--- config.mk ---
export PLATFORM = sky130hd
export DESIGN_NAME = morse_frame_receiver
export DESIGN_NICKNAME = d
export VERILOG_FILES = /design/src/hw/rtl/mfr_pkg.sv /design/src/hw/rtl/mfr_walk.sv /design/src/hw/rtl/morse_frame_receiver.sv
export VERILOG_INCLUDE_DIRS = /design/src /design/src/hw/rtl
export SDC_FILE = /design/constraint.sdc
export NUM_CORES = 1
export LEC_CHECK = 0
export ABC_AREA = 1
export BUFFER_PORTS_ARGS = -buffer_cell sky130_fd_sc_hd__buf_2
export CAP_MARGIN = 10
export CORE_MARGIN = 2
export CORE_UTILIZATION = 51
export CTS_CLUSTER_DIAMETER = 120
export DETAILED_ROUTE_END_ITERATION = 8
export GPL_TIMING_DRIVEN = 1
export PLACE_DENSITY = 0.68
export SETUP_SLACK_MARGIN = 0.4
export SYNTH_ARGS = -nofsm -noshare
export SYNTH_HDL_FRONTEND = slang
export SYNTH_HIERARCHICAL = 1
export SYNTH_SLANG_ARGS = --single-unit
export TNS_END_PERCENT = 1
--- constraint.sdc ---
create_clock -name clk -period 4.2 [get_ports clk]
set_input_delay 0.84 -clock clk [delete_from_list [all_inputs] [get_ports clk]]
set_output_delay 0.84 -clock clk [all_outputs]
set_load 0.03 [all_outputs]
--- src/hw/rtl/assert_macros.svh ---
// assertion macros shared by the receiver rtl
// no dependencies; included by files that carry concurrent checks
`ifndef ASSERT_MACROS_SVH
`define ASSERT_MACROS_SVH

// same-cycle implication, disabled in reset
`define ASSERT_SAME(label, clk, rst, ante, cons) \
  label: assert property (@(posedge clk) disable iff (rst) (ante) |-> (cons)) \
    else $error("same-cycle check failed");

// next-cycle implication, disabled in reset
`define ASSERT_NEXT(label, clk, rst, ante, cons) \
  label: assert property (@(posedge clk) disable iff (rst) (ante) |=> (cons)) \
    else $error("next-cycle check failed");

`endif

--- src/hw/rtl/mfr_pkg.sv ---
// types, constants and the morse tree table for the frame receiver
// no dependencies; used by mfr_walk and morse_frame_receiver
package mfr_pkg;

  localparam int HDR_START = 0;
  localparam int SYM_START = 4;
  localparam int KEY_W     = 5;
  localparam int LEN_W     = 3;
  localparam int LETTER_W  = 7;

  localparam logic [5:0]          ROOT_NODE = 6'd1;
  localparam logic [LETTER_W-1:0] ROOT_CHAR = 7'h40;

  localparam logic [7:0] DOT_LIMIT_RST  = 8'd20;
  localparam logic [7:0] DASH_LIMIT_RST = 8'd45;
  localparam logic [4:0] SYM_KEY_RST    = 5'd25;

  typedef enum logic [1:0] {
    REG_DOT_LIMIT  = 2'd0,
    REG_DASH_LIMIT = 2'd1,
    REG_SYM_KEY    = 2'd2
  } reg_index_t;

  typedef enum logic [1:0] {
    STATUS_LETTER  = 2'd0,
    STATUS_ROOT    = 2'd1,
    STATUS_END     = 2'd2,
    STATUS_CORRUPT = 2'd3
  } status_t;

  typedef enum logic [1:0] {
    ST_IDLE = 2'd0,
    ST_WALK = 2'd1,
    ST_EMIT = 2'd2
  } rx_state_t;

  // walker result, one cycle pulse on done
  typedef struct packed {
    logic                done;
    status_t             status;
    logic [LETTER_W-1:0] letter;
  } walk_res_t;

  // heap-ordered morse tree, zero marks a missing node
  function automatic logic [LETTER_W-1:0] tree_char(input logic [5:0] idx);
    logic [LETTER_W-1:0] c;
    case (idx)
      6'd1:    c = 7'h40;
      6'd2:    c = 7'h45;
      6'd3:    c = 7'h54;
      6'd4:    c = 7'h49;
      6'd5:    c = 7'h41;
      6'd6:    c = 7'h4E;
      6'd7:    c = 7'h4D;
      6'd8:    c = 7'h53;
      6'd9:    c = 7'h55;
      6'd10:   c = 7'h52;
      6'd11:   c = 7'h57;
      6'd12:   c = 7'h44;
      6'd13:   c = 7'h4B;
      6'd14:   c = 7'h47;
      6'd15:   c = 7'h4F;
      6'd16:   c = 7'h48;
      6'd17:   c = 7'h56;
      6'd18:   c = 7'h46;
      6'd19:   c = 7'h2A;
      6'd20:   c = 7'h4C;
      6'd21:   c = 7'h2F;
      6'd22:   c = 7'h50;
      6'd23:   c = 7'h4A;
      6'd24:   c = 7'h42;
      6'd25:   c = 7'h58;
      6'd26:   c = 7'h43;
      6'd27:   c = 7'h59;
      6'd28:   c = 7'h5A;
      6'd29:   c = 7'h51;
      6'd30:   c = 7'h2B;
      6'd31:   c = 7'h2D;
      6'd32:   c = 7'h35;
      6'd33:   c = 7'h34;
      6'd35:   c = 7'h33;
      6'd36:   c = 7'h5F;
      6'd39:   c = 7'h32;
      6'd47:   c = 7'h31;
      6'd48:   c = 7'h36;
      6'd49:   c = 7'h3D;
      6'd56:   c = 7'h37;
      6'd60:   c = 7'h38;
      6'd62:   c = 7'h39;
      6'd63:   c = 7'h30;
      default: c = '0;
    endcase
    return c;
  endfunction

endpackage

--- src/hw/rtl/mfr_walk.sv ---
// morse tree walker: one symbol bit per cycle from a shift register
// depends on mfr_pkg for the tree table and result struct
module mfr_walk import mfr_pkg::*; #(
  parameter int SYMBOL_BITS = 5
) (
  input  logic                   clk,
  input  logic                   rst,
  input  logic                   start,
  input  logic [LEN_W-1:0]       len,
  input  logic [SYMBOL_BITS-1:0] symbols,
  output walk_res_t              res
);

  logic [5:0]             pos;
  logic [LEN_W-1:0]       steps;
  logic [SYMBOL_BITS-1:0] sym;
  logic                   done;
  logic [6:0]             next_node;
  logic [5:0]             pos_next;
  logic [LETTER_W-1:0]    pos_char;

  // one tree step: missing node or step past the last level goes to root
  always_comb begin
    next_node = {pos, sym[0]};
    if (next_node[6] || (tree_char(next_node[5:0]) == '0)) begin
      pos_next = ROOT_NODE;
    end else begin
      pos_next = next_node[5:0];
    end
  end

  // step counter and done pulse
  always_ff @(posedge clk) begin
    if (rst) begin
      steps <= '0;
      done  <= 1'b0;
    end else if (start) begin
      steps <= len;
      done  <= 1'b0;
    end else begin
      done <= (steps == LEN_W'(1));
      if (steps != '0) begin
        steps <= steps - LEN_W'(1);
      end
    end
  end

  // node register and symbol shift register
  always_ff @(posedge clk) begin
    if (start) begin
      pos <= ROOT_NODE;
      sym <= symbols;
    end else if (steps != '0) begin
      pos <= pos_next;
      sym <= sym >> 1;
    end
  end

  // final node lookup
  always_comb begin
    pos_char   = tree_char(pos);
    res.done   = done;
    if (pos_char == ROOT_CHAR) begin
      res.status = STATUS_ROOT;
      res.letter = '0;
    end else begin
      res.status = STATUS_LETTER;
      res.letter = pos_char;
    end
  end

endmodule

--- src/hw/rtl/morse_frame_receiver.sv ---
// pulse-width frame receiver with morse decode; line samples in, letters out
// one sample per cycle while no frame is being decoded. a completed frame holds
// the input through ST_EMIT (parity fail or end of message) or ST_WALK and ST_EMIT
// (tree walk, one symbol per cycle in mfr_walk), then the result sits in the output
// register. reset (synchronous) restores limits 20/45, key 25, and empties the frame.
module morse_frame_receiver import mfr_pkg::*; #(
  parameter int SYMBOL_BITS = 5
) (
  input  logic                clk,
  input  logic                rst,
  input  logic                cfg_we,
  input  logic [1:0]          cfg_index,
  input  logic [7:0]          cfg_data,
  input  logic                in_valid,
  output logic                in_ready,
  input  logic                line_high,
  output logic                out_valid,
  input  logic                out_ready,
  output logic [1:0]          status,
  output logic [LETTER_W-1:0] letter
);

`include "assert_macros.svh"

  localparam int FRAME_BITS = SYM_START + SYMBOL_BITS;
  localparam int CNT_W      = $clog2(FRAME_BITS);

  logic [7:0]             dot_limit;
  logic [7:0]             dash_limit;
  logic [KEY_W-1:0]       symbol_key;
  logic [7:0]             pulse_ticks;
  logic [CNT_W-1:0]       bits_received;
  logic [FRAME_BITS-1:0]  frame_store;
  logic                   parity;
  rx_state_t              state;
  rx_state_t              state_next;
  status_t                pend_status;
  logic [LETTER_W-1:0]    pend_letter;
  status_t                out_status;
  logic [LETTER_W-1:0]    out_letter;

  logic                   accept;
  logic                   pulse_end;
  logic                   bit_val;
  logic                   frame_done;
  logic [FRAME_BITS-1:0]  frame_full;
  logic                   parity_full;
  logic [LEN_W-1:0]       frame_len;
  logic [LEN_W-1:0]       walk_len;
  logic [SYMBOL_BITS-1:0] keyed_sym;
  logic                   walk_start;
  logic                   emit_load;
  walk_res_t              res;

  // configuration registers
  always_ff @(posedge clk) begin
    if (rst) begin
      dot_limit  <= DOT_LIMIT_RST;
      dash_limit <= DASH_LIMIT_RST;
      symbol_key <= SYM_KEY_RST;
    end else if (cfg_we) begin
      case (cfg_index)
        REG_DOT_LIMIT:  dot_limit  <= cfg_data;
        REG_DASH_LIMIT: dash_limit <= cfg_data;
        REG_SYM_KEY:    symbol_key <= cfg_data[KEY_W-1:0];
        default: ;
      endcase
    end
  end

  // pulse classification and frame assembly
  always_comb begin
    accept      = in_valid && in_ready;
    pulse_end   = accept && !line_high && (pulse_ticks != '0);
    bit_val     = (pulse_ticks > dot_limit) && (pulse_ticks < dash_limit);
    frame_full  = {bit_val, frame_store[FRAME_BITS-1:1]};
    parity_full = parity ^ bit_val;
    frame_done  = pulse_end && (bits_received == CNT_W'(FRAME_BITS - 1));
    frame_len   = {frame_full[HDR_START], frame_full[HDR_START+1], frame_full[HDR_START+2]};
    if ({1'b0, frame_len} > 4'(SYMBOL_BITS)) begin
      walk_len = LEN_W'(SYMBOL_BITS);
    end else begin
      walk_len = frame_len;
    end
  end

  // key the symbol bits, key msb goes with the first symbol
  for (genvar i = 0; i < SYMBOL_BITS; i++) begin : g_key
    if (SYMBOL_BITS - 1 - i < KEY_W) begin : g_xor
      assign keyed_sym[i] = frame_full[SYM_START+i] ^ symbol_key[SYMBOL_BITS-1-i];
    end else begin : g_pass
      assign keyed_sym[i] = frame_full[SYM_START+i];
    end
  end

  // tick counter, bit counter and running parity
  always_ff @(posedge clk) begin
    if (rst) begin
      pulse_ticks   <= '0;
      bits_received <= '0;
      parity        <= 1'b0;
    end else if (accept) begin
      if (line_high) begin
        if (pulse_ticks != 8'hFF) begin
          pulse_ticks <= pulse_ticks + 8'd1;
        end
      end else if (pulse_end) begin
        pulse_ticks <= '0;
        if (frame_done) begin
          bits_received <= '0;
          parity        <= 1'b0;
        end else begin
          bits_received <= bits_received + CNT_W'(1);
          parity        <= parity_full;
        end
      end
    end
  end

  // frame shift register, every slot is overwritten before use
  always_ff @(posedge clk) begin
    if (pulse_end) begin
      frame_store <= frame_full;
    end
  end

  mfr_walk #(
    .SYMBOL_BITS(SYMBOL_BITS)
  ) u_walk (
    .clk     (clk),
    .rst     (rst),
    .start   (walk_start),
    .len     (walk_len),
    .symbols (keyed_sym),
    .res     (res)
  );

  // state register
  always_ff @(posedge clk) begin
    if (rst) begin
      state <= ST_IDLE;
    end else begin
      state <= state_next;
    end
  end

  // next state and handshake
  always_comb begin
    state_next = state;
    in_ready   = 1'b0;
    walk_start = 1'b0;
    emit_load  = 1'b0;
    case (state)
      ST_IDLE: begin
        in_ready = 1'b1;
        if (frame_done) begin
          if (!parity_full && (frame_len != '0)) begin
            walk_start = 1'b1;
            state_next = ST_WALK;
          end else begin
            state_next = ST_EMIT;
          end
        end
      end
      ST_WALK: begin
        if (res.done) begin
          state_next = ST_EMIT;
        end
      end
      ST_EMIT: begin
        if (!out_valid || out_ready) begin
          emit_load  = 1'b1;
          state_next = ST_IDLE;
        end
      end
      default: state_next = ST_IDLE;
    endcase
  end

  // pending result
  always_ff @(posedge clk) begin
    if (state == ST_IDLE && frame_done) begin
      pend_status <= parity_full ? STATUS_CORRUPT : STATUS_END;
      pend_letter <= '0;
    end else if (state == ST_WALK && res.done) begin
      pend_status <= res.status;
      pend_letter <= res.letter;
    end
  end

  // output register
  always_ff @(posedge clk) begin
    if (rst) begin
      out_valid <= 1'b0;
    end else if (emit_load) begin
      out_valid <= 1'b1;
    end else if (out_ready) begin
      out_valid <= 1'b0;
    end
  end

  always_ff @(posedge clk) begin
    if (emit_load) begin
      out_status <= pend_status;
      out_letter <= pend_letter;
    end
  end

  assign status = out_status;
  assign letter = out_letter;

  // checks
  `ASSERT_SAME(a_done_in_walk, clk, rst, res.done, state == ST_WALK)
  `ASSERT_NEXT(a_emit_fills, clk, rst, emit_load, out_valid && (state == ST_IDLE))
  `ASSERT_SAME(a_letter_only, clk, rst, out_valid && (out_status != STATUS_LETTER), letter == '0)
  `ASSERT_NEXT(a_walk_holds, clk, rst, walk_start, !in_ready)

endmodule

Word-level counts from Yosys, hierarchy flattened:

Memory sizes are Yosys's and may differ from the RTL's. A register that Yosys moved wholly into a read port is not among the register bits.
Index checks and enable logic that the tools add are counted.

* register bits: 79
* ROM bits: 896
* bits of input ports: 16
* word-level logic and storage cells: 104
* memories: 2

* add/subtract/negate cells: 3
* magnitude comparators: 3
* equality and inequality tests: 12
* mux-type cells: 30
* bitwise operators: 7
* reduce and logical (&&, ||, !) cells: 30

Memories
* (no name shown): words 64, width 7, rd ports 1, clocked after Yosys merged registers in 1, wr ports 0, RTL line mfr_pkg.sv:47 `case (idx)`
* (no name shown): words 64, width 7, rd ports 1, clocked after Yosys merged registers in 0, wr ports 0, RTL line mfr_pkg.sv:47

Operators with widths (number)
* 8-bit 2-to-1 mux: 4
* 6-bit 2-to-1 mux: 3
* 2-bit 2-to-1 mux: 6
* 1-bit 2-to-1 mux: 10
* 5-bit 2-to-1 mux: 2
* 3-bit 2-to-1 mux: 3
* 3-bit AND reduction: 3
* 8-bit by 1-bit adder with 8-bit output, second input constant: 1
* 8-bit > comparator: 1
* 1-bit logical AND: 8
* 8-bit < comparator: 1
* 8-bit inequality test, second input constant: 1
* 2-bit nonzero test: 4
* 8-bit nonzero test: 1
* 7-bit equality test, second input constant: 1
* 7-bit zero test: 1
* 2-bit one-hot mux with 3 select lines: 1
* 2-bit AND reduction: 3
* 3-bit nonzero test: 2
* 1-bit XOR: 6
* 4-bit by 1-bit adder with 4-bit output, second input constant: 1
* 2-bit by 1-bit equality test with 1-bit output, second input constant: 2
* 2-bit equality test, second input constant: 2
* 4-bit equality test, second input constant: 1
* other kinds (11): 17

Longest topological paths before layout:

Gate-level depths: netlist of the first run.

* word-level depth: 9
* depth in mapped cells: 28
* gate-level depth less buffers: 28

Modules after synthesis:

The synthesis of the first run kept the hierarchy.

Modules (own cells, without submodules)
* morse_frame_receiver: times used 1, cells an instance 353, area each 3034.2 um^2, seq. area each 1451.4 um^2
* mfr_walk: times used 1, cells an instance 335, area each 2028.2 um^2, seq. area each 490.5 um^2

Worst setup path before layout of the first run:

OpenSTA, ideal clock, no wires.

* kind: input port to flip-flop
* start point: in in_valid
* end point: reg u_walk/pos_char[2] (netlist name)
* setup time: 109 ps
* arrival: 3068 ps
* required time: 4091 ps
* setup slack: 1023 ps
* cell stages on the path: 22
* cells stage by stage: nand2_2 -> nor2_4 -> nand2_4 -> inv_4 -> nand2_4 -> nand2_2 -> inv_2 -> nor2_4 -> inv_2 -> nor2_1 -> nor2_1 -> inv_1 -> nor2_1 -> nand3_2 -> nand2_2 -> inv_1 -> ha_1 -> or2_1 -> nand3_1 -> nand3_1 -> nand2_1 -> inv_1

* word-level cells in the longest chain between the ends: 7

RTL lines
* from (decl): RTL line morse_frame_receiver.sv:14 `input logic in_valid,`
* 1-bit logical AND: RTL line morse_frame_receiver.sv:73 `accept = in_valid && in_ready;`
* 1-bit logical AND (2 in a row): RTL line morse_frame_receiver.sv:74 `pulse_end = accept && !line_high && (pulse_ticks != '0);`
* net pulse_end: RTL line morse_frame_receiver.sv:43 `logic pulse_end;`
* 1-bit logical AND: RTL line morse_frame_receiver.sv:78 `frame_done = pulse_end && (bits_received == CNT_W'(FRAME_BITS - 1));`
* 1-bit 2-to-1 mux: RTL line morse_frame_receiver.sv:156 `if (frame_done) begin`
* 1-bit 2-to-1 mux: RTL line morse_frame_receiver.sv:153 `case (state)`
* net walk_start: RTL line morse_frame_receiver.sv:51 `logic walk_start;`
* 6-bit 2-to-1 mux (no line)

The timed path passes the listed nets, and every way through them passes these cells.
A chain may end at the register's enable or synchronous reset.

Final worst setup path of the first run:

* start point: reg pulse_ticks[0]
* end point: reg u_walk/pos_char[0] (netlist name)

* word-level cells in the longest chain between the ends: 9
* elaborated cells on any way between the ends: 13
* those cells by class: order compare (2); mux (4); bitwise (1); reduce/logical (6)

RTL lines
* from (decl): RTL line morse_frame_receiver.sv:31 `logic [7:0] pulse_ticks;`
* from (signal assigned): RTL line morse_frame_receiver.sv:105 `pulse_ticks <= pulse_ticks + 8'd1;`
* 8-bit > comparator or 8-bit < comparator (tied branches): RTL line morse_frame_receiver.sv:75 `bit_val = (pulse_ticks > dot_limit) && (pulse_ticks < dash_limit);`
* 1-bit logical AND: RTL line morse_frame_receiver.sv:75
* 1-bit XOR: RTL line morse_frame_receiver.sv:77 `parity_full = parity ^ bit_val;`
* 1-bit zero test: RTL line morse_frame_receiver.sv:157 `if (!parity_full && (frame_len != '0)) begin`
* 1-bit logical AND: RTL line morse_frame_receiver.sv:157
* 1-bit 2-to-1 mux: RTL line morse_frame_receiver.sv:157
* 1-bit 2-to-1 mux (*): RTL line morse_frame_receiver.sv:156
* 1-bit 2-to-1 mux (*): RTL line morse_frame_receiver.sv:153
* net walk_start: RTL line morse_frame_receiver.sv:51
* 6-bit 2-to-1 mux (no line) (*)

Mark *: on every way through the listed nets, which the timed path passes. The rest lies on a longest branch.

==> results of run 1 <==
-- layout make-up --
type | instances | share of cell area
multi-input cells | 485 | 0.479
flip-flops and latches | 85 | 0.353
inverters | 96 | 0.0660
well taps | 133 | 0.0303
repair buffers | 28 | 0.0264
clock buffers | 11 | 0.0257
clock inverters | 5 | 0.0193
-- worst max path at each step --
stage	slack [ns]	to
finish	0.71	u_walk/pos_char[0]
global route	0.41	u_walk/pos_char[2]
CTS	0.65	u_walk/pos_char[0]
detailed placement	0.58	u_walk/pos_char[0]
global placement	0.68	u_walk/pos_char[2]
floorplan	1.02	u_walk/pos_char[2]
-- layer usage --
metal | up-vias | track usage
met2 | 86 | 0.391
met1 | 1989 | 0.246
met5 | - | 0
met4 | 0 | 0.0589
li1 | 2243 | -
met3 | 17 | 0.0321
-- kinds of logic after synthesis --
| kind of cell | after synthesis | synth area share |
|---|---|---|
| fa+ha+maj | 33 | 0.0816 |
| compound gates | 93 | 0.106 |
| buf+inv | 118 | 0.0969 |
| simple gates | 341 | 0.298 |
| xor+xnor | 10 | 0.0173 |
| other cells | 1 | 0.000741 |
| mux | 7 | 0.0156 |
| flops | 85 | 0.384 |
-- state kept, by name, summed over array words and instances (netlist names), 2 cells and up --
register / cells
bits_received: 4
dash_limit: 8
dot_limit: 8
frame_store: 8
letter: 7
pend_letter: 7
pend_status: 2
pulse_ticks: 8
state: 2
status: 2
symbol_key: 5
u_walk/pos: 6
u_walk/pos_char: 7
u_walk/steps: 3
u_walk/sym: 5
-- stage by stage --
step	area (um2)	hold WS (ns)
final	5500	0.434
after global routing	5500	0.449
after CTS	5490	0.438
after detailed placement	5250	0.408
after global placement	5250	0.407
after floorplan	5060	0.400
-- report_power, final --
| part | internal, mW | switching [mW] | total (mW) |
|---|---|---|---|
| Clock | 0.415 | 0.293 | 0.708 |
| Sequential | 0.978 | 0.117 | 1.09 |
| Combinational | 0.575 | 1.18 | 1.76 |
| Total | 1.97 | 1.59 | 3.56 |
-- worst max-delay path, stage by stage, from the launching register on --
cell	delay [ns]
dfxtp_1	0.39
inv_1	0.15
ha_1	0.30
nand2_1	0.07
nor2_1	0.04
and2_1	0.15
nor2_1	0.19
nand4_1	0.12
nand3_1	0.16
nor2_2	0.08
nor2_1	0.23
inv_1	0.12
nor2_1	0.13
nand3_2	0.10
nand2_2	0.16
inv_1	0.12
ha_1	0.32
or2_1	0.27
nand2_1	0.07
nand2_1	0.04
nand2_1	0.08
nor2_1	0.05
nor2_1	0.09
-- cell usage in the layout (no fill, tap or decap), types with 5 or more instances in the layout --
cell type	synthesis	layout
nand3_1	47	47
nand4_1	8	8
a21oi_1	38	38
edfxtp_1	24	24
clkbuf_8	0	10
inv_2	10	10
inv_1	83	83
nand2_4	5	5
mux2_2	7	7
o211ai_1	6	6
nor2_1	60	58
o21ai_1	10	10
xor2_1	9	9
nor3_1	8	8
o21ai_0	23	23
buf_2	3	26
nand2_2	7	7
dfxtp_1	61	61
nand2_1	188	188
ha_1	33	33
nor2_2	5	7
==> flow_metrics.tcl, run 1 <==
set metrics [dict create \
    run_status "complete, no violations" \
    ys_types 48 \
    vdd_drop_max_mv 0.320 \
    grt.total_usage 0.208 \
    whs_path_depth 0 \
    crit_fanout 9 \
    multi_input_area_um2 2640 \
    synth.area.top_cells "dfxtp_1 24%, edfxtp_1 14%, nand2_1 14%" \
    globalplace.congestion 0.911 \
    cts_root_buf "clkbuf_8" \
    routed-wl-met3_um 363 \
    syn_inst 688 \
    relSlewSlack 0.511 \
    vias 4335 \
    syn-mean-instance-area_um2 7.36 \
    synth_fp_nets 737 \
    wl_per_cell_um 13.0 \
    grt_pass1_vias 4172 \
    drive_gt1_frac 0.130 \
    cts_tree "yes" \
    slew_viol_final 0 \
    synth_top_area_share 0.241 \
    antenna_cells 0 \
    wl_um 10900 \
    fp.dieArea_um2 10700 \
    r2r_slack_ns 0.71 \
    min_period_over_period 0.830 \
    dp_hpwl_um 8090 \
    drcViolationCount 0 \
    drv_cap 0 \
    synth_top_area_cell "dfxtp_1" \
    hold_buffers 0 \
    grt-ovfl-total 0 \
    setup_viol 0 \
    hold-path-endpoint "frame_store[3]" \
    top_layer "met4" \
    vias_per_cell 5.14 \
    cts_made_buffers 9 \
    post-route-util 0.568 \
    yosys-top-cells-count "188 x nand2_1, 83 x inv_1, 61 x dfxtp_1" \
    post-place-ws_ns 0.584 \
    ios 27 \
    worstHoldStart "frame_store[4]" \
    htree_levels 3 \
    cts_setup_buffers 0 \
    met2WireLength_um 5670 \
    firstDrtPassIters 5 \
    wl_met1_um 4730 \
    crit_path_end_kind "flip-flop" \
    instances_no_fill 843 \
    nFillCells 962 \
    critPathArrivalTime_ns 3.78 \
    die_h_um 104 \
    rsz0062_at_grt "no" \
    synthFlopType "dfxtp_1" \
    core_um2 9680 \
    antenna_found_initial 0 \
    drt_iter0_drc 236 \
    ant_nets 0 \
    fin_worst_skew_ns 0.0170 \
    yosysMostFrequentCell "nand2_1" \
    fin_setup_tns_ns 0 \
    r2r_cells 22 \
    grt_max_degree 29 \
    areaGrowthSynthToFinish_pct 8.63 \
    yosysWarnings 6 \
    r2r-end "u_walk/pos_char[0]" \
    synth_seq_cells 85 \
    power_density_nw_per_um2 647 \
    crit_start "pulse_ticks[0]" \
    fin_nets 754 \
    start_util 0.523 \
    cts_buffer_depth 2 \
    row_count 36 \
    finalPower_mw 3.56 \
    r2r-start "pulse_ticks[0]" \
    path_class "reg -> reg" \
    start_kind "flip-flop" \
    die_w_um 104 \
    ys_seq_area_frac 0.384 \
    seq_area_um2 1940 \
    clk_latency_ns 0.35 \
    synth_edf_count 24 \
    port_buffers 26 \
    async_flop_share 0 \
    syn_area_um2 5060 \
    cts_resized 0 \
    clkTransAtPathRegs_ns 0.09 \
    final.setup.worst_slack_ns 0.715 \
    leakagePower_nw 2.65 \
    clkSinkCount 85 \
    fin_crit_ns 3.49 \
    hold_violations 0 \
    cp_data_required_time_ns 4.49 \
    worst_slew_pin_slew_ns 0.729 \
    fmax_ghz 0.287 \
    holdCritPathClass "reg -> reg" \
    dp.cells 827 \
    grt_pass1_wl_um 18700 \
]
No activity file was read; power rests on OpenSTA's default activity.
==> inputs of run 2 (changes only) <==
ABC_AREA = 0   (was 1)
PLACE_DENSITY = 0.71   (was 0.68)
clock period = 3.2 ns   (was 4.2 ns; I/O delays follow)
==> run 2 against run 1 <==
The flow now finishes with violations (setup timing); die area up 2.0%; largest cell class unchanged; register-to-register slack worse by 0.90 ns; critical path type unchanged; design area up 13%.
==> flow_metrics.tcl, run 2 <==
set metrics [dict create \
    ant_nets 0 \
    final.setup.worst_slack_ns -0.187 \
    port_buffers 26 \
    layout_common_cells "75 x buf_4, 67 x nor2_1, 60 x dfxtp_1" \
    fin_crit_ns 3.39 \
    r2r_cells 14 \
    cts_tree "yes" \
    synth_top_area_share 0.236 \
    nFillCells 839 \
    syn-mean-instance-area_um2 9.16 \
    dp_hpwl_um 9110 \
    instances_no_fill 783 \
    fmax_ghz 0.295 \
    dpl_cell_area_um2 5890 \
    worstHoldStart "pend_status[1]" \
    vias 4401 \
    min_period_over_period 1.06 \
    ios 27 \
    rsz0062_at_grt "yes" \
    grt-ovfl-total 0 \
    cp_data_required_time_ns 3.45 \
    clk_latency_ns 0.37 \
    crit_path_end_kind "flip-flop" \
    worst_slew_pin_slew_ns 0.782 \
    ys_types 82 \
    vdd_drop_max_mv 0.824 \
    start_util 0.526 \
    clkSinkCount 85 \
    r2r-start "u_walk/sym[0]" \
    relSlewSlack 0.477 \
    start_kind "flip-flop" \
    wl_per_cell_um 15.8 \
    drt_iter0_drc 224 \
    syn_inst 564 \
    drive_gt1_frac 0.285 \
    hold-path-endpoint "status[1]" \
    ys_seq_area_frac 0.376 \
    fp.dieArea_um2 11000 \
    cts_made_buffers 9 \
    antenna_cells 0 \
    yosysWarnings 6 \
    drv_cap 0 \
    fin_nets 694 \
    row_count 36 \
    r2r_slack_ns -0.19 \
    core_um2 9820 \
    mostFrequentLayoutCell "buf_4" \
    synth.area.top_cells "dfxtp_1 24%, edfxtp_1 14%, ha_1 8.0%" \
    hold_violations 0 \
    async_flop_share 0 \
    syn_area_um2 5170 \
    firstDrtPassIters 5 \
    setup_viol 4 \
    run_status "complete, but fails checks" \
    synth_edf_count 24 \
    dp.cells 765 \
    cts_buffer_depth 2 \
    grt_pass1_vias 4404 \
    vias_per_cell 5.62 \
    synth_fp_nets 613 \
    grt.total_usage 0.235 \
    grt_max_degree 22 \
    yosys-top-cells-count "69 x nor2_1, 61 x dfxtp_1, 36 x inv_1" \
    synth_top_area_cell "dfxtp_1" \
    holdCritPathClass "reg -> reg" \
    antenna_found_initial 0 \
    crit_fanout 4 \
    die_h_um 105 \
    grt_pass1_wl_um 21000 \
    slew_viol_final 0 \
    drcViolationCount 0 \
    areaGrowthSynthToFinish_pct 20.8 \
    violations "setup timing" \
    power_density_nw_per_um2 987 \
    htree_levels 3 \
    post-place-ws_ns -0.203 \
    synthFlopType "dfxtp_1" \
    leakagePower_nw 2.67 \
    critPathArrivalTime_ns 3.64 \
    globalplace.congestion 0.911 \
    synth_seq_cells 85 \
    die_w_um 105 \
    wl_um 12400 \
    r2r-end "u_walk/pos_char[0]" \
    fin_area_um2 6240 \
    cts_root_buf "clkbuf_8" \
    whs_path_depth 0 \
    clkTransAtPathRegs_ns 0.09 \
    yosysMostFrequentCell "nor2_1" \
    path_class "reg -> reg" \
    fin_worst_skew_ns 0.0114 \
    finalPower_mw 6.16 \
]
==> run 2: what timing repair did <==
item | 4_1_cts | 5_1_grt
resized for setup | 18 | 14
pin swaps | 4 | 5
endpoints found under the setup margin | 19 | 22
setup buffers | 1 | 1
hold buffers | 0 | 0
==> run 2: how the worst max path moves through the flow <==
stage	from	to	cells after the start
floorplan	u_walk/sym[0]	u_walk/pos_char[0]	15
global placement	u_walk/sym[0]	u_walk/pos_char[0]	14
detailed placement	u_walk/sym[0]	u_walk/pos_char[0]	16
CTS	u_walk/sym[0]	u_walk/pos_char[0]	14
global route	u_walk/pos[1]	u_walk/pos_char[0]	13
finish	u_walk/sym[0]	u_walk/pos_char[0]	14
==> run 2: final cells by class <==
type,instances,area (um2),area share
clock buffer,10,128,0.0204
sequential,85,1950,0.312
timing repair buffer,104,727,0.116
inverter,40,156,0.0251
clock inverter,6,93.8,0.0150
multi-input combinational,405,3020,0.485
tap,133,166,0.0267
==> run 2: logic make-up after synthesis <==
family,count (synthesis),synth area share
XOR/XNOR,15,0.0254
other,1,0.000726
buffers and inverters,74,0.0651
multiplexers,29,0.0574
adder cells (fa/ha/maj),33,0.0799
AO/OA/AOI/OAI,135,0.195
AND/OR/NAND/NOR,192,0.200
flip-flops,85,0.376
==> run 2: metal layers <==
layer	track usage	part of all wire	vias to the layer above
li1	-	-	2184
met3	0.0381	0.042	28
met5	0	0	-
met4	0.0829	0.023	0
met2	0.411	0.49	95
met1	0.292	0.44	2094
==> run 2: power breakdown <==
group / switching [mW] / internal (mW) / total [mW] / leakage [nW]
registers: 0.150 / 1.29 / 1.44 / 0.722
logic: 2.04 / 1.80 / 3.84 / 1.84
clock network: 0.424 / 0.449 / 0.873 / 0.108
==> run 2: critical path, stage by stage (launching register included) <==
cell and delay (ns):
edfxtp_1 0.43, inv_2 0.14, ha_4 0.22, and3b_1 0.15, a211o_1 0.22, a311o_2 0.33, and2_4 0.14, a2111o_1 0.39
a21o_4 0.24, buf_6 0.13, ha_4 0.15, mux2_4 0.26, a221o_1 0.31, o21ai_1 0.07, a32oi_1 0.10
==> run 2: through the flow <==
| stage | utilization | setup TNS (ns) | hold slack (ns) |
|---|---|---|---|
| after floorplan | - | -1.41 | 0.400 |
| after global placement | 0.600 | -0.410 | 0.410 |
| after detailed placement | 0.600 | -0.929 | 0.411 |
| after CTS | 0.629 | -0.467 | 0.432 |
| after global routing | 0.636 | -1.17 | 0.437 |
| final | 0.636 | -0.402 | 0.429 |
==> inputs of run 3 (changes only) <==
CTS_BUF_LIST = sky130_fd_sc_hd__clkbuf_4 sky130_fd_sc_hd__clkbuf_8   (was default)
==> run 3 against run 2 <==
The run still ends with setup timing left; first-iteration DRC count rose by 7.1%; sequential power about the same; count of clock-buffer cells in the layout did not move; via count increased by 0.23%; critical path type unchanged; largest power group unchanged; highest routed layer unchanged.
==> flow_metrics.tcl, run 3 (same netlist as run 2, synthesis figures left out) <==
set metrics [dict create \
    antenna_cells 0 \
    r2r-end "u_walk/pos_char[0]" \
    crit_path_end_kind "flip-flop" \
    hold_buffers 0 \
    r2r_cells 14 \
    die_h_um 105 \
    drive_gt1_frac 0.286 \
    drv_cap 0 \
    vias 4411 \
    vdd_drop_max_mv 0.825 \
    nFillCells 838 \
    seq_area_um2 1950 \
    firstDrtPassIters 5 \
    power_density_nw_per_um2 986 \
    finalPower_mw 6.16 \
    htree_levels 3 \
    start_kind "flip-flop" \
    wl_met1_um 5390 \
    met2WireLength_um 6140 \
    path_class "reg -> reg" \
    grt_pass1_wl_um 21000 \
    row_count 36 \
    ant_nets 0 \
    whs_path_depth 0 \
    fmax_ghz 0.296 \
    antenna_found_initial 0 \
    grt-ovfl-total 0 \
    violations "setup timing" \
    worst_slew_pin_slew_ns 0.776 \
    cts_root_buf "clkbuf_8" \
    crit_start "u_walk/sym[0]" \
    grt_max_degree 22 \
    setup_viol 4 \
    worstHoldStart "pend_status[1]" \
    fin_crit_ns 3.38 \
    r2r_slack_ns -0.18 \
    slew_viol_final 0 \
    cts_buffer_depth 2 \
    top_layer "met4" \
    run_status "complete, but fails checks" \
    multi_input_area_um2 3020 \
    min_period_over_period 1.06 \
    critPathArrivalTime_ns 3.63 \
    fin_setup_tns_ns -0.383 \
    vias_per_cell 5.63 \
    holdCritPathClass "reg -> reg" \
    hold-path-endpoint "status[1]" \
    port_buffers 26 \
    crit_buf_inv 2 \
    rsz0062_at_grt "yes" \
    whs_ns 0.429 \
    cts_tree "yes" \
    leakagePower_nw 2.67 \
    post-place-ws_ns -0.203 \
    fp.dieArea_um2 11000 \
    cp_data_required_time_ns 3.45 \
    fin_nets 694 \
    wl_um 12300 \
    core_um2 9820 \
    mostFrequentLayoutCell "buf_4" \
    dpl_cell_area_um2 5890 \
    dp_hpwl_um 9110 \
    layout_common_cells "75 x buf_4, 67 x nor2_1, 60 x dfxtp_1" \
    clk_latency_ns 0.37 \
    grt_pass1_vias 4416 \
    post-route-util 0.636 \
    cpPeakStageDelay_ns 0.43 \
    relSlewSlack 0.482 \
    cp_top_family "compound AO/OA/AOI/OAI gates" \
    grt.total_usage 0.235 \
    drt_iter0_drc 240 \
    drcViolationCount 0 \
    die_w_um 105 \
    areaGrowthSynthToFinish_pct 20.9 \
    crit_chain "inv_2 > ha_4 > and3b_1 > a211o_1 > a311o_2 > and2_4 > a2111o_1 > a21o_4 > buf_6 > ha_4 > mux2_4 > a221o_1 > o21ai_1 > a32oi_1" \
    clkSinkCount 85 \
    final.setup.worst_slack_ns -0.181 \
    crit_fanout 4 \
    dp.cells 765 \
    routed-wl-met3_um 524 \
    clkTransAtPathRegs_ns 0.09 \
    ios 27 \
    cp_slowest_cell "edfxtp_1" \
    instances_no_fill 783 \
    start_util 0.526 \
    fin_area_um2 6240 \
    cts_made_buffers 9 \
    globalplace.congestion 0.911 \
    fin_worst_skew_ns 0.00776 \
    wl_per_cell_um 15.8 \
    worst_path_most_repeated_cell "ha_4" \
    r2r-start "u_walk/sym[0]" \
    hold_violations 0 \
]
run 3: cell count changes in the layout (fill, tap and decap cells not counted):
cell	change
clkbuf_1	-1
clkbuf_4	+1
run 3: how the worst max path moves through the flow:
stage,depth (start not counted),end
floorplan,15,u_walk/pos_char[0]
CTS,14,u_walk/pos_char[0]
global route,13,u_walk/pos_char[0]
detailed placement,16,u_walk/pos_char[0]
finish,14,u_walk/pos_char[0]
global placement,14,u_walk/pos_char[0]
run 3: layer usage:
layer | up-vias | GRT usage
met1 | 2103 | 0.292
met4 | 0 | 0.0829
met5 | - | 0
met2 | 100 | 0.412
li1 | 2183 | -
met3 | 25 | 0.0381
run 3: power breakdown:
group	internal, mW	total, mW	switching (mW)
clock network	0.457	0.872	0.415
logic	1.80	3.84	2.04
registers	1.29	1.44	0.150
run 3: final cells by class:
cell class	instances	share of cell area
Inverter	40	0.0250
Multi-Input combinational cell	405	0.484
Timing Repair Buffer	104	0.116
Clock buffer	10	0.0210
Clock inverter	6	0.0150
Sequential cell	85	0.312
Tap cell	133	0.0266
run 3: what timing repair did:
| item | CTS | global route |
|---|---|---|
| pin swaps | 4 | 5 |
| setup buffers | 1 | 1 |
| resized for setup | 18 | 14 |
| endpoints found under the setup margin | 19 | 22 |
